==> src/hw/rtl/sprd_pkg.sv <==
`timescale 1ns / 1ps
// ----------------------------------------------------------------------------
// sprd_pkg
// Types and constants for the sensor reply frame deframer.
// ----------------------------------------------------------------------------
package sprd_pkg;

    // Frame header bytes
    localparam logic [7:0] HDR_FIRST  = 8'hEF;
    localparam logic [7:0] HDR_SECOND = 8'h01;

    // Result status codes
    localparam logic [1:0] STATUS_GOOD    = 2'd0;
    localparam logic [1:0] STATUS_CSUM    = 2'd1;
    localparam logic [1:0] STATUS_BAD_LEN = 2'd2;

    // Stream widths
    localparam int unsigned RX_TDATA_W  = 8;
    localparam int unsigned RES_TDATA_W = 32;
    localparam int unsigned RES_TUSER_W = 3;

    // One result beat
    typedef struct packed {
        logic [1:0] status;
        logic [7:0] package_id;
        logic [7:0] confirm_code;
        logic       param_valid;
        logic [4:0] param_index;
        logic [7:0] param_byte;
        logic       last;
    } result_t;

endpackage

==> src/hw/rtl/sensor_reply_packet_deframer.sv <==
`timescale 1ns / 1ps
// ----------------------------------------------------------------------------
// sensor_reply_packet_deframer
// Receives reply frames byte by byte, checks header, address, length and
// additive checksum, and streams out a good frame's params or a status beat.
// ----------------------------------------------------------------------------
// Usage:
//   s_* channel: one received byte per beat (s_tdata[7:0]).
//   cfg_* channel: writes the 32-bit module address; cfg_ready is always high.
//     Write it only while no frame is in progress.
//   m_* channel: result beats. tuser = {param_valid, status}, tlast marks the
//     final beat of a frame.
// Timing:
//   A single result (bad length, checksum mismatch, good frame without
//   parameters) is loaded into the output register at the edge that takes
//   the byte. A good frame with N parameter bytes loads its first beat in
//   the cycle after its last byte, once entry zero has been read out into
//   the read register, then one beat per cycle while the receiver takes
//   them; no byte is accepted until the last of them is loaded.
//   s_tready also drops while a result waits in the output register and the
//   receiver holds m_tready low; the block simply holds until it is taken.
// Reset:
//   rst_n clears the frame position and the output valid and loads the
//   address register with all ones. The parameter memory is not cleared.
// ----------------------------------------------------------------------------
module sensor_reply_packet_deframer
    import sprd_pkg::*;
#(
    parameter int unsigned MAX_PARAMS = 32
)
(
    input  logic                    clk,
    input  logic                    rst_n,
    // cfg_data: module_address[31:0]
    input  logic                    cfg_valid,
    output logic                    cfg_ready,
    input  logic [31:0]             cfg_data,
    // s_tdata: rx_byte[7:0]
    input  logic                    s_tvalid,
    output logic                    s_tready,
    input  logic [RX_TDATA_W-1:0]   s_tdata,
    // m_tdata: package_id[7:0], confirm_code[15:8], param_index[20:16],
    //          param_byte[28:21], zero[31:29]
    output logic                    m_tvalid,
    input  logic                    m_tready,
    output logic [RES_TDATA_W-1:0]  m_tdata,
    // m_tuser: status[1:0], param_valid[2]
    output logic [RES_TUSER_W-1:0]  m_tuser,
    output logic                    m_tlast
);

    localparam int unsigned AW = (MAX_PARAMS > 1) ? $clog2(MAX_PARAMS) : 1;
    localparam int unsigned CW = $clog2(MAX_PARAMS + 1);
    localparam int unsigned PW = $clog2(MAX_PARAMS + 13);

    typedef enum logic {
        ST_RX,
        ST_EMIT
    } state_t;

    // Registers
    state_t          state_reg, state_next;
    logic [31:0]     addr_reg, addr_next;
    logic [PW-1:0]   pos_reg, pos_next;
    logic [15:0]     len_reg, len_next;
    logic [15:0]     sum_reg, sum_next;
    logic [7:0]      pid_reg, pid_next;
    logic [7:0]      conf_reg, conf_next;
    logic [7:0]      chk_hi_reg, chk_hi_next;
    logic [CW-1:0]   k_reg, k_next;
    logic [CW-1:0]   nparams_reg, nparams_next;
    logic            out_valid_reg, out_valid_next;
    result_t         out_reg, out_next;

    // Parameter memory
    logic [7:0]      param_mem [MAX_PARAMS];
    logic [7:0]      rd_data_reg;
    logic            mem_we;
    logic [AW-1:0]   mem_waddr;
    logic [7:0]      mem_wdata;
    logic            mem_re;
    logic [AW-1:0]   mem_raddr;

    // Byte decode helpers
    logic            out_free;
    logic            rx_fire;
    logic [7:0]      rx_b;
    logic [PW-1:0]   p;
    logic [PW-1:0]   idx;
    logic [15:0]     len_w;
    logic [7:0]      want;
    logic [15:0]     got;
    logic            emit_last;

    assign out_free  = !out_valid_reg || m_tready;
    assign cfg_ready = 1'b1;
    assign s_tready  = (state_reg == ST_RX) && out_free;
    assign rx_fire   = s_tvalid && s_tready;
    assign rx_b      = s_tdata[7:0];
    assign p         = pos_reg + PW'(1);
    assign idx       = p - PW'(11);
    assign len_w     = {len_reg[15:8], rx_b};
    assign got       = {chk_hi_reg, rx_b};
    assign emit_last = (({1'b0, k_reg} + (CW+1)'(1)) == {1'b0, nparams_reg});

    // Pick the expected address byte, most significant first
    always_comb
    begin
        case (p[2:0])
            3'd3:    want = addr_reg[31:24];
            3'd4:    want = addr_reg[23:16];
            3'd5:    want = addr_reg[15:8];
            default: want = addr_reg[7:0];
        endcase
    end

    // Next-state logic
    always_comb
    begin
        state_next     = state_reg;
        addr_next      = addr_reg;
        pos_next       = pos_reg;
        len_next       = len_reg;
        sum_next       = sum_reg;
        pid_next       = pid_reg;
        conf_next      = conf_reg;
        chk_hi_next    = chk_hi_reg;
        k_next         = k_reg;
        nparams_next   = nparams_reg;
        out_valid_next = out_valid_reg;
        out_next       = out_reg;
        mem_we         = 1'b0;
        mem_waddr      = idx[AW-1:0];
        mem_wdata      = rx_b;
        mem_re         = 1'b0;
        mem_raddr      = AW'(k_reg + CW'(1));

        // Retire the current output beat
        if (out_valid_reg && m_tready)
        begin
            out_valid_next = 1'b0;
        end

        // Take a configuration write
        if (cfg_valid)
        begin
            addr_next = cfg_data;
        end

        case (state_reg)
            ST_RX:
            begin
                if (rx_fire)
                begin
                    pos_next = p;
                    if (p == PW'(1))
                    begin
                        if (rx_b != HDR_FIRST)
                        begin
                            pos_next = '0;
                        end
                    end
                    else if (p == PW'(2))
                    begin
                        if (rx_b != HDR_SECOND)
                        begin
                            pos_next = '0;
                        end
                    end
                    else if (p <= PW'(6))
                    begin
                        if (rx_b != want)
                        begin
                            pos_next = '0;
                        end
                    end
                    else if (p == PW'(7))
                    begin
                        pid_next = rx_b;
                        sum_next = {8'h00, rx_b};
                    end
                    else if (p == PW'(8))
                    begin
                        len_next = {rx_b, 8'h00};
                        sum_next = sum_reg + {8'h00, rx_b};
                    end
                    else if (p == PW'(9))
                    begin
                        len_next = len_w;
                        sum_next = sum_reg + {8'h00, rx_b};
                        // Drop frames whose length is out of range
                        if ((len_w < 16'd3) ||
                            ({1'b0, len_w} > 17'(MAX_PARAMS + 3)))
                        begin
                            pos_next                = '0;
                            out_valid_next          = 1'b1;
                            out_next                = '0;
                            out_next.status         = STATUS_BAD_LEN;
                            out_next.package_id     = pid_reg;
                            out_next.last           = 1'b1;
                        end
                    end
                    else if (p == PW'(10))
                    begin
                        conf_next = rx_b;
                        sum_next  = sum_reg + {8'h00, rx_b};
                    end
                    else if (17'(p) <= ({1'b0, len_reg} + 17'd7))
                    begin
                        // Store a parameter byte
                        if (idx < PW'(MAX_PARAMS))
                        begin
                            mem_we = 1'b1;
                        end
                        sum_next = sum_reg + {8'h00, rx_b};
                    end
                    else if (17'(p) == ({1'b0, len_reg} + 17'd8))
                    begin
                        chk_hi_next = rx_b;
                    end
                    else
                    begin
                        // Frame end: check the sum and report
                        pos_next            = '0;
                        out_next            = '0;
                        out_next.package_id = pid_reg;
                        out_next.confirm_code = conf_reg;
                        out_next.last       = 1'b1;
                        if (got != sum_reg)
                        begin
                            out_valid_next  = 1'b1;
                            out_next.status = STATUS_CSUM;
                        end
                        else if (len_reg == 16'd3)
                        begin
                            out_valid_next  = 1'b1;
                            out_next.status = STATUS_GOOD;
                        end
                        else
                        begin
                            // Start the parameter burst: fetch entry zero
                            state_next   = ST_EMIT;
                            k_next       = '0;
                            nparams_next = CW'(len_reg - 16'd3);
                            mem_re       = 1'b1;
                            mem_raddr    = '0;
                        end
                    end
                end
            end

            ST_EMIT:
            begin
                // Load one parameter beat and fetch the next entry
                if (out_free)
                begin
                    out_valid_next        = 1'b1;
                    out_next.status       = STATUS_GOOD;
                    out_next.package_id   = pid_reg;
                    out_next.confirm_code = conf_reg;
                    out_next.param_valid  = 1'b1;
                    out_next.param_index  = 5'(k_reg);
                    out_next.param_byte   = rd_data_reg;
                    out_next.last         = emit_last;
                    if (emit_last)
                    begin
                        state_next = ST_RX;
                    end
                    else
                    begin
                        k_next = k_reg + CW'(1);
                        mem_re = 1'b1;
                    end
                end
            end

            default:
            begin
                state_next = ST_RX;
            end
        endcase
    end

    // Hold state and registered outputs
    always_ff @(posedge clk or negedge rst_n)
    begin
        if (!rst_n)
        begin
            state_reg     <= ST_RX;
            addr_reg      <= 32'hFFFF_FFFF;
            pos_reg       <= '0;
            len_reg       <= '0;
            sum_reg       <= '0;
            pid_reg       <= '0;
            conf_reg      <= '0;
            chk_hi_reg    <= '0;
            k_reg         <= '0;
            nparams_reg   <= '0;
            out_valid_reg <= 1'b0;
            out_reg       <= '0;
        end
        else
        begin
            state_reg     <= state_next;
            addr_reg      <= addr_next;
            pos_reg       <= pos_next;
            len_reg       <= len_next;
            sum_reg       <= sum_next;
            pid_reg       <= pid_next;
            conf_reg      <= conf_next;
            chk_hi_reg    <= chk_hi_next;
            k_reg         <= k_next;
            nparams_reg   <= nparams_next;
            out_valid_reg <= out_valid_next;
            out_reg       <= out_next;
        end
    end

    // Parameter memory: one write port, one registered read port
    always_ff @(posedge clk)
    begin
        if (mem_we)
        begin
            param_mem[mem_waddr] <= mem_wdata;
        end
        if (mem_re)
        begin
            rd_data_reg <= param_mem[mem_raddr];
        end
    end

    // Drive the result channel
    assign m_tvalid = out_valid_reg;
    assign m_tdata  = {3'b000, out_reg.param_byte, out_reg.param_index,
                       out_reg.confirm_code, out_reg.package_id};
    assign m_tuser  = {out_reg.param_valid, out_reg.status};
    assign m_tlast  = out_reg.last;

endmodule

==> config.mk <==
export PLATFORM = sky130hd
export DESIGN_NAME = sensor_reply_packet_deframer
export DESIGN_NICKNAME = d
export VERILOG_FILES = /design/src/hw/rtl/sprd_pkg.sv /design/src/hw/rtl/sensor_reply_packet_deframer.sv
export SDC_FILE = /design/constraint.sdc
export NUM_CORES = 1
export LEC_CHECK = 0
export ABC_AREA = 1
export BUFFER_PORTS_ARGS = -buffer_cell sky130_fd_sc_hd__buf_2
export CORE_MARGIN = 5
export CORE_UTILIZATION = 55
export CTS_CLUSTER_DIAMETER = 80
export DETAILED_ROUTE_END_ITERATION = 10
export HOLD_SLACK_MARGIN = 0.03
export PLACE_DENSITY = 0.75
export REMOVE_ABC_BUFFERS = 1
export SLEW_MARGIN = 0
export SYNTH_ARGS = -nofsm -noshare
export SYNTH_HDL_FRONTEND = slang
export SYNTH_SLANG_ARGS = --single-unit
==> constraint.sdc <==
create_clock -name clk -period 6 [get_ports clk]
set_input_delay 0.3 -clock clk [delete_from_list [all_inputs] [get_ports clk]]
set_output_delay 0.3 -clock clk [all_outputs]
set_load 0.05 [all_outputs]
==> flow_summary.ini, run 1 <==
[floorplanning]
die_area_um2 = 39800
ios = 84
die_w_um = 200
die_y_um = 200
start_util = 0.557
core_area_um2 = 35500
num_rows = 69

[placement]
portBuffers = 79
hpwl_um = 36100
dp_slack_ns = 1.29
globalplace.congestion = 0.976

[setup_path]
end_kind = flip-flop
path_max_fanout = 32
critPathLaunchType = flip-flop
worstPathRequired_ns = 6.32
crit_arrival_ns = 5.21
crit_type = flip-flop to flip-flop

[synthesis]
synth_area_leaders = edfxtp_1 (40%), dfrtp_1 (14%), nand2_1 (7.9%), nand3_1 (7.8%), dfstp_2 (4.3%)
synth-edff-count = 264
yosys.area.top_type = edfxtp_1
synth-seq-cells = 405
synth_ff_type = edfxtp_1
synth_warnings = 0
netlist_area_um2 = 19800
synthDistinctLibCells = 52
netlist_instances = 2046
synth_top_area_frac = 0.401
yosysSeqAreaShare = 0.582
syn_area_per_cell_um2 = 9.66
postSynth.asyncResetShare = 0.348

[pwr]
leakage_uw = 0.00958
power-per-cell-area_nw_per_um2 = 412
irDropWorstVdd_mv = 0.450
total_power_uw = 9130

[timing]
rsz0062_at_grt = no
relSlewSlack = 0.113
worst_pin_slew_ns = 1.32
skew_ns = 0.0246
post-route-period-util = 0.816
fin_crit_ns = 4.90
slew_violations = 0
layout_setup_ws_ns = 1.10
finalSetupTns_ns = 0
maxClockFrequency_mhz = 204
setup_violations = 0
hold_violations = 0
hold_ws_ns = 0.253

[routing]
drcViolationCount = 0
wl_um = 54600
drtPass1Iterations = 6
wl_per_cell_um = 20.8
first_iter_violations = 1497
ant_nets = 0
vias = 15300
viasPerCell = 5.84

[cells_and_area]
mostFrequentLayoutCell = nand2_1
diodes = 0
layout_common_cells = nand2_1 (414), nand3_1 (309), edfxtp_1 (264)
synthToLayoutAreaGrowth_pct = 12.0
largest_register_ffs = 256
drive_above_1_share = 0.137
final_nets = 2210

[min_path]
hp-class = input pin to flip-flop

[clock_tree]
clock_latency_ns = 0.56
clkTransAtPathRegs_ns = 0.06
cts.repair.resized = 0
ctsHtreeMaxLevel = 2
cts_buffers = 42
cts_tree = done
root_buffer = clkbuf_16
cts.path.max_buffers = 3
clkSinkCount = 405

[outcome]
outcome = finished, final reports clean

[grt]
grt_pass1_vias = 15100
grt-ovfl-total = 0
gr-usage-all-layers = 0.275
antenna_found_initial = 1
grt_pass1_wl_um = 85400
grt_max_degree = 79

[flow_run]
drv_cap = 0
-- worst paths after layout --
path | start | endpoint | cells after the start | slack [ns]
max | pos_reg[0] | rd_data_reg[0] | 26 | 1.10
min | s_tvalid | pos_reg[1] | 4 | 0.25
max reg2reg | pos_reg[0] | rd_data_reg[0] | 26 | 1.10
min reg2reg | m_tdata[9] | m_tdata[9] | 2 | 0.47
max in group asynchronous | rst_n | len_reg[10] | 3 | 4.28
min in group asynchronous | rst_n | m_tuser[1] | 2 | 0.30
-- power breakdown --
| group | total (uW) | internal, uW | leakage (uW) | switching, uW |
|---|---|---|---|---|
| combinational | 3280 | 970 | 0.00481 | 2310 |
| clock | 2540 | 1460 | 0.000653 | 1080 |
| sequential | 3310 | 3180 | 0.00411 | 139 |
-- metal layers --
layer,vias to the layer above,track usage,routed length [um]
li1,7123,-,-
met1,7360,0.366,21600
met2,713,0.457,26600
met3,135,0.0479,4270
met4,0,0.104,2100
met5,-,0,0
-- layout make-up --
type	count	area, um2
Fill cell	2861	13300
Inverter	236	888
Multi-Input combinational cell	1312	6930
Clock inverter	17	155
Clock buffer	59	1180
Timing Repair Buffer	137	920
Tap cell	461	577
Sequential cell	405	11500
-- critical path, cell delays in order (launching register included) --
cell and delay (ns):
dfrtp_1 0.52, ha_1 0.27, nand3_1 0.15, clkinv_1 0.09, nand2_1 0.07, nand2_1 0.19
inv_2 0.09, ha_1 0.31, nand2_1 0.07, inv_1 0.07, nand2_1 0.05, nand2_1 0.05
nand2_1 0.05, nand2_1 0.07, nand2_1 0.05, nor2_1 0.08, nand3_1 0.18, nor2_2 0.24
nand3_4 0.37, nand2_2 0.62, inv_2 0.43, nand3_1 0.20, nand3_1 0.09, nand3_1 0.12
nand2_1 0.07, nand2_1 0.06, nand2_1 0.06
-- stage by stage --
step | cell area [um2] | cells | utilization
finish | 22100 | 2627 | 0.624
CTS | 22100 | 2627 | 0.624
detailed placement | 20500 | 2518 | 0.577
floorplan | 19300 | 1953 | -
global placement | 20500 | 2518 | 0.577
global route | 22100 | 2627 | 0.624
-- synth_stat cells, drive strengths merged, types with 2 or more instances --
cell type	instances
nor4	5
edfxtp	264
o2111ai	32
xor2	36
clkinv	10
nor3	43
mux2	25
o31ai	3
dfrtp	109
inv	226
nand4	22
o21ai	99
nand3b	42
dfstp	32
and2	2
mux2i	2
conb	2
nand3	312
a21boi	2
clkbuf	42
a21oi	27
o22ai	6
and3	2
buf	53
nand2	420
o211ai	3
or2	49
nor3b	3
a221oi	11
nor2	125
ha	30
-- logic make-up (layout without fill, tap and decap cells) --
group,after synthesis,after routing,share of synthesized area
buffers and inverters,331,449,0.0680
AO/OA/AOI/OAI,188,188,0.0586
multiplexers,27,27,0.0153
other,2,4,0.000380
XOR/XNOR,37,37,0.0164
flip-flops,405,405,0.582
AND/OR/NAND/NOR,1025,1025,0.240
adder cells (fa/ha/maj),31,31,0.0200
-- what timing repair did --
action / CTS / global route
hold buffers: 33 / 0
hold endpoints to repair: 95 / 0
buffers inserted: 0 / 0
Power figures use the tool's default switching activity.
==> run 2, diff against run 1 <==
--- a/config.mk
+++ b/config.mk
@@ -5,7 +5,7 @@
 export SDC_FILE = /design/constraint.sdc
 export NUM_CORES = 1
 export LEC_CHECK = 0
-export ABC_AREA = 1
+export ABC_AREA = 0
 export BUFFER_PORTS_ARGS = -buffer_cell sky130_fd_sc_hd__buf_2
 export CORE_MARGIN = 5
 export CORE_UTILIZATION = 55
==> constraint.sdc (replaced) <==
create_clock -name clk -period 4.84 [get_ports clk]
set_input_delay 0.242 -clock clk [delete_from_list [all_inputs] [get_ports clk]]
set_output_delay 0.242 -clock clk [all_outputs]
set_load 0.05 [all_outputs]
==> run 2 against run 1 <==
Clock power increased by 26%; critical path depth decreased by 11; setup slack got worse by 0.71 ns; first-iteration DRC count decreased by 20%; global-route usage decreased by 2.4 points.
==> flow_summary.ini, run 2 <==
[outcome]
outcome = finished, final reports clean

[pwr]
leakage_uw = 0.00848
total_power_uw = 9220
power-per-cell-area_nw_per_um2 = 422
irDropWorstVdd_mv = 0.335

[floorplanning]
die_y_um = 196
num_rows = 68
core_area_um2 = 34400
die_area_um2 = 38500
ios = 84
die_w_um = 196
start_util = 0.555

[placement]
portBuffers = 79
globalplace.congestion = 0.937
dpl_cell_area_um2 = 20200
hpwl_um = 31100

[synthesis]
synth_common_cells = edfxtp_1 (264), dfrtp_1 (109), nand2_1 (101), nor2_1 (100), o21ai_0 (94)
postSynth.asyncResetShare = 0.348
synth-simple-area-share = 0.112
synth_warnings = 0
yosysSeqAreaShare = 0.603
synthDistinctLibCells = 90
synth_compound_area_frac = 0.100
synth_top_area_frac = 0.416
yosysMostFrequentCell = edfxtp_1
synth_area_leaders = edfxtp_1 (42%), dfrtp_1 (14%), mux2_2 (4.7%), dfstp_2 (4.4%), mux4_2 (2.8%)
syn_area_per_cell_um2 = 12.7
synth_ff_type = edfxtp_1
synth-seq-cells = 405
yosys.area_share.adder = 0.0207
synth-edff-count = 264
netlist_instances = 1496
synth.mux.area_fraction = 0.0992
netlist_area_um2 = 19100
synth_top_family_by_area = simple AND/OR/NAND/NOR gates
synth_xor_area_frac = 0.0325
yosys.area.top_type = edfxtp_1

[setup_path]
path_max_fanout = 8
slowest_delay_ns = 0.59
worst-path-buf-inv = 1
worstPathRequired_ns = 5.13
crit_type = flip-flop to flip-flop
critPathLaunchType = flip-flop
end_kind = flip-flop
path_common_cell = ha_1
cp_cell_sequence = inv_1, ha_1, nor2b_1, nor2_1, xnor2_1, ha_1, and3_1, a41o_1, nor4_2, o211ai_1, or4_4, nor4_4, nor3_1, nand4b_1, a211o_1
path_delay_family = simple AND/OR/NAND/NOR gates
crit_arrival_ns = 4.74
slowest_stage = or4_4

[timing]
setup_violations = 0
hold_ws_ns = 0.0534
rsz0062_at_grt = no
hold_violations = 0
slew_violations = 0
skew_ns = 0.0160
fin_crit_ns = 4.45
finalSetupTns_ns = 0
worst_pin_slew_ns = 1.02
relSlewSlack = 0.323
post-route-period-util = 0.919
maxClockFrequency_mhz = 225

[min_path]
hp-class = input pin to flip-flop

[grt]
grt_pass1_vias = 13000
antenna_found_initial = 0
grt-ovfl-total = 0
grt_max_degree = 102
grt_pass1_wl_um = 76000
gr-usage-all-layers = 0.251

[routing]
wl_um = 48600
vias = 12900
viasPerCell = 6.12
routed.top_layer = met5
ant_nets = 0
wl_met3_um = 4020
drtPass1Iterations = 6
met2_wirelength_um = 22700
drcViolationCount = 0
wl_met1_um = 19800
first_iter_violations = 1193
wl_per_cell_um = 22.9

[cells_and_area]
synthToLayoutAreaGrowth_pct = 14.6
post-route-util = 0.636
final_nets = 1705
fillers = 2578
drive_above_1_share = 0.228
layout_common_cells = edfxtp_1 (264), dfrtp_1 (108), nand2_1 (101)
diodes = 0
largest_register_ffs = 256
finalInstanceArea_um2 = 21900
mostFrequentLayoutCell = edfxtp_1

[clock_tree]
clkTransAtPathRegs_ns = 0.06
cts.path.max_buffers = 3
cts_setup_buffers = 0
cts_tree = done
root_buffer = clkbuf_16
cts_buffers = 42
ctsHtreeMaxLevel = 2
clock_latency_ns = 0.54
clkSinkCount = 405

[flow_run]
drv_cap = 0
[run 2: final cells by class]
| cell class | instances | area (um2) | share of cell area |
|---|---|---|---|
| tap | 455 | 569 | 0.0260 |
| inverter | 42 | 158 | 0.00721 |
| timing repair buffer | 182 | 1270 | 0.0581 |
| multi-input combinational | 956 | 7000 | 0.320 |
| clock buffer | 54 | 1140 | 0.0520 |
| clock inverter | 23 | 220 | 0.0101 |
| sequential | 405 | 11500 | 0.526 |
[run 2: metal layers]
layer | track usage | up-vias
met5 | 0.00639 | -
met4 | 0.0900 | 2
met3 | 0.0507 | 114
met2 | 0.399 | 576
met1 | 0.348 | 6425
li1 | - | 5831
[run 2: tightest hold or removal path: cells and delay by family]
kind                   cells  cell delay [ns]
and+or+nand+nor            1             0.10
AOI/OAI and AO/OA          1             0.08
buffers and inverters      1             0.12
[run 2: through the flow]
stage,cells,setup WS (ns)
after floorplan,1403,-2.10
after global placement,2007,0.548
after detailed placement,2007,0.443
after CTS,2117,0.399
after global routing,2117,0.100
final,2117,0.391
[run 2: kinds of logic after synthesis]
family | after synthesis
buffers and inverters | 137
flip-flops | 405
XOR/XNOR | 67
adder cells (fa/ha/maj) | 31
AO/OA/AOI/OAI | 291
multiplexers | 148
other | 2
AND/OR/NAND/NOR | 415
[run 2: what timing repair did]
action,4_1_cts,5_1_grt
endpoints found under the hold margin,132,0
hold buffers,33,0
resized for setup,0,0
[run 2: worst paths after layout]
path	start	to	slack (ns)	cells after the start
min reg2reg	rd_data_reg[7]	m_tdata[28]	0.46	2
max	len_reg[0]	rd_data_reg[5]	0.39	15
max in group asynchronous	rst_n	addr_reg[20]	3.31	3
min in group asynchronous	rst_n	m_tdata[1]	0.36	2
max reg2reg	len_reg[0]	rd_data_reg[5]	0.39	15
min	s_tvalid	pos_reg[0]	0.05	3
[run 2: power breakdown]
group | switching [uW] | leakage [uW] | internal, uW | total [uW]
clock | 1320 | 0.000666 | 1880 | 3190
sequential | 121 | 0.00414 | 3860 | 3980
combinational | 1300 | 0.00367 | 751 | 2050
==> run 3, diff against run 2 <==
--- a/config.mk
+++ b/config.mk
@@ -8,11 +8,11 @@
 export ABC_AREA = 0
 export BUFFER_PORTS_ARGS = -buffer_cell sky130_fd_sc_hd__buf_2
 export CORE_MARGIN = 5
-export CORE_UTILIZATION = 55
+export CORE_UTILIZATION = 60
 export CTS_CLUSTER_DIAMETER = 80
 export DETAILED_ROUTE_END_ITERATION = 10
 export HOLD_SLACK_MARGIN = 0.03
-export PLACE_DENSITY = 0.75
+export PLACE_DENSITY = 0.81
 export REMOVE_ABC_BUFFERS = 1
 export SLEW_MARGIN = 0
 export SYNTH_ARGS = -nofsm -noshare
==> run 3 against run 2 <==
First-iteration DRC count rose by 31%; wire length fell by 4.2%; hold slack better by 0.12 ns; critical path depth decreased by 2; global-route usage increased by 1.2 points; critical endpoint is now rd_data_reg[6]; power decreased by 3.3%; register-to-register slack got worse by 0.05 ns; die area is 7.9% lower; combinational power shrank 2%.
==> flow_summary.ini, run 3 (synthesis gave the netlist of run 2 again) <==
[setup_path]
worstSetupStartpoint = pos_reg[0]
cp_cell_sequence = inv_1, ha_1, xor2_1, a2111oi_2, nand4b_1, or4_4, o2111ai_4, buf_4, nor2_2, buf_4, and2_1, o311a_1, or3_1
path_common_cell = buf_4
end_kind = flip-flop
r2r-start = pos_reg[0]
critPathLaunchType = flip-flop
ff2ff_setup_slack_ns = 0.34
slowest_stage = dfrtp_1
path_max_fanout = 27
crit_arrival_ns = 4.77
crit_type = flip-flop to flip-flop
slowest_delay_ns = 0.60
worstPathRequired_ns = 5.12

[pwr]
power-per-cell-area_nw_per_um2 = 412
irDropWorstVdd_mv = 0.295
leakage_uw = 0.00838
p_sw_uw = 2620
pwr-share-comb = 0.224
clkPwrFrac = 0.333
seqPwrFrac = 0.443
internal-power_uw = 6300
swShare = 0.293

[routing]
viasPerCell = 6.27
wl_per_cell_um = 22.7
vias = 12900
ant_nets = 0
first_iter_violations = 1565
drtPass1Iterations = 6
wl_um = 46500
drcViolationCount = 0

[clock_tree]
cts_buffers = 41
ctsHtreeMaxLevel = 2
cts.path.max_buffers = 3
root_buffer = clkbuf_16
cts_setup_buffers = 0
clkSinkCount = 405
clkTransAtPathRegs_ns = 0.06
cts_tree = done
clock_latency_ns = 0.53

[placement]
dp_slack_ns = 0.393
globalplace.congestion = 0.931
portBuffers = 79
hpwl_um = 29900

[grt]
grt_use_met2 = 0.419
top_usage_layer = met2
grt_pass1_wl_um = 73200
grt-ovfl-total = 0
antenna_found_initial = 0
grtUsageMet1 = 0.358
met3_usage = 0.0506
grt_pass1_vias = 13000
gr-usage-all-layers = 0.263
grt_max_degree = 91

[timing]
layout_setup_ws_ns = 0.343
fin_crit_ns = 4.50
hold_ws_ns = 0.178
post-route-period-util = 0.929
setup_violations = 0
slew_violations = 0
maxClockFrequency_mhz = 222
skew_ns = 0.0132
worst_pin_slew_ns = 1.09
hold_violations = 0
rsz0062_at_grt = no
relSlewSlack = 0.269

[floorplanning]
die_area_um2 = 35400
die_w_um = 188
core_area_um2 = 31500
num_rows = 65
die_y_um = 188
start_util = 0.606
ios = 84

[cells_and_area]
fillers = 2113
diodes = 0
layout_common_cells = edfxtp_1 (264), dfrtp_1 (108), nand2_1 (101)
synthToLayoutAreaGrowth_pct = 13.4
drive_above_1_share = 0.222
final_nets = 1697
multi_input_area_um2 = 7000
mostFrequentLayoutCell = edfxtp_1
largest_register_ffs = 256
register_area_um2 = 11500

[outcome]
outcome = finished, final reports clean

[flow_run]
drv_cap = 0

[min_path]
hp-start = m_tready
hp-class = input pin to flip-flop
## run 3: changes by cell type in the layout (fill, tap and decap cells not counted), sizes merged
cell | previous run | this run
buf | 149 | 141
bufinv | 4 | 2
inv | 44 | 42
clkbuf | 54 | 55
clkinv | 17 | 16
dlygate4sd3 | 33 | 34
## run 3: power by group through the flow
| stage | combinational, uW | clock, uW | sequential [uW] |
|---|---|---|---|
| global placement | 1920 | 0 | 4010 |
| global route | 2150 | 3170 | 3960 |
| finish | 2000 | 2970 | 3950 |
| CTS | 1980 | 3020 | 3940 |
| floorplan | 1170 | 0 | 4150 |
| detailed placement | 1950 | 0 | 4010 |
## run 3: worst paths after layout
| kind | endpoint | depth (start not counted) |
|---|---|---|
| min | state_reg | 3 |
| max reg2reg | rd_data_reg[6] | 13 |
| min reg2reg | m_tdata[24] | 2 |
| max in group asynchronous | len_reg[14] | 3 |
| min in group asynchronous | m_tdata[11] | 2 |
| max | rd_data_reg[6] | 13 |
## run 3: worst max-delay path, delay by kind of cell, from the launching register on
kind / cells / cell delay (ns)
AND/OR/NAND/NOR: 5 / 1.26
AO/OA/AOI/OAI: 3 / 1.09
buffers and inverters: 3 / 0.69
flip-flops: 1 / 0.60
adder cells (fa/ha/maj): 1 / 0.41
XOR/XNOR: 1 / 0.20
## run 3: repair_timing
| action | 4_1_cts | 5_1_grt |
|---|---|---|
| setup endpoints to repair | 0 | 8 |
| hold buffers | 34 | 0 |
| hold endpoints to repair | 122 | 0 |
| resized for setup | 0 | 1 |
## run 3: stage by stage
step	instance area [um2]	cells	utilization	power, uW	TNS [ns]
floorplan	18600	1403	-	5320	-45.93
global placement	20000	1946	0.636	5930	0
detailed placement	20000	1946	0.636	5960	0
CTS	21600	2053	0.687	8950	0
global route	21600	2053	0.687	9280	0
finish	21600	2053	0.687	8920	0
## run 3: per-layer routing
layer / wire length [um] / part of all wire
met1: 18600 / 0.40
met2: 21800 / 0.47
met3: 4000 / 0.086
met4: 2120 / 0.046
met5: 0 / 0
## run 3: area by class of cell
| type | instances | share of cell area |
|---|---|---|
| Clock buffer | 55 | 0.0518 |
| Timing Repair Buffer | 175 | 0.0558 |
| Clock inverter | 18 | 0.00642 |
| Sequential cell | 405 | 0.532 |
| Tap cell | 402 | 0.0233 |
| Multi-Input combinational cell | 956 | 0.324 |
| Inverter | 42 | 0.00729 |
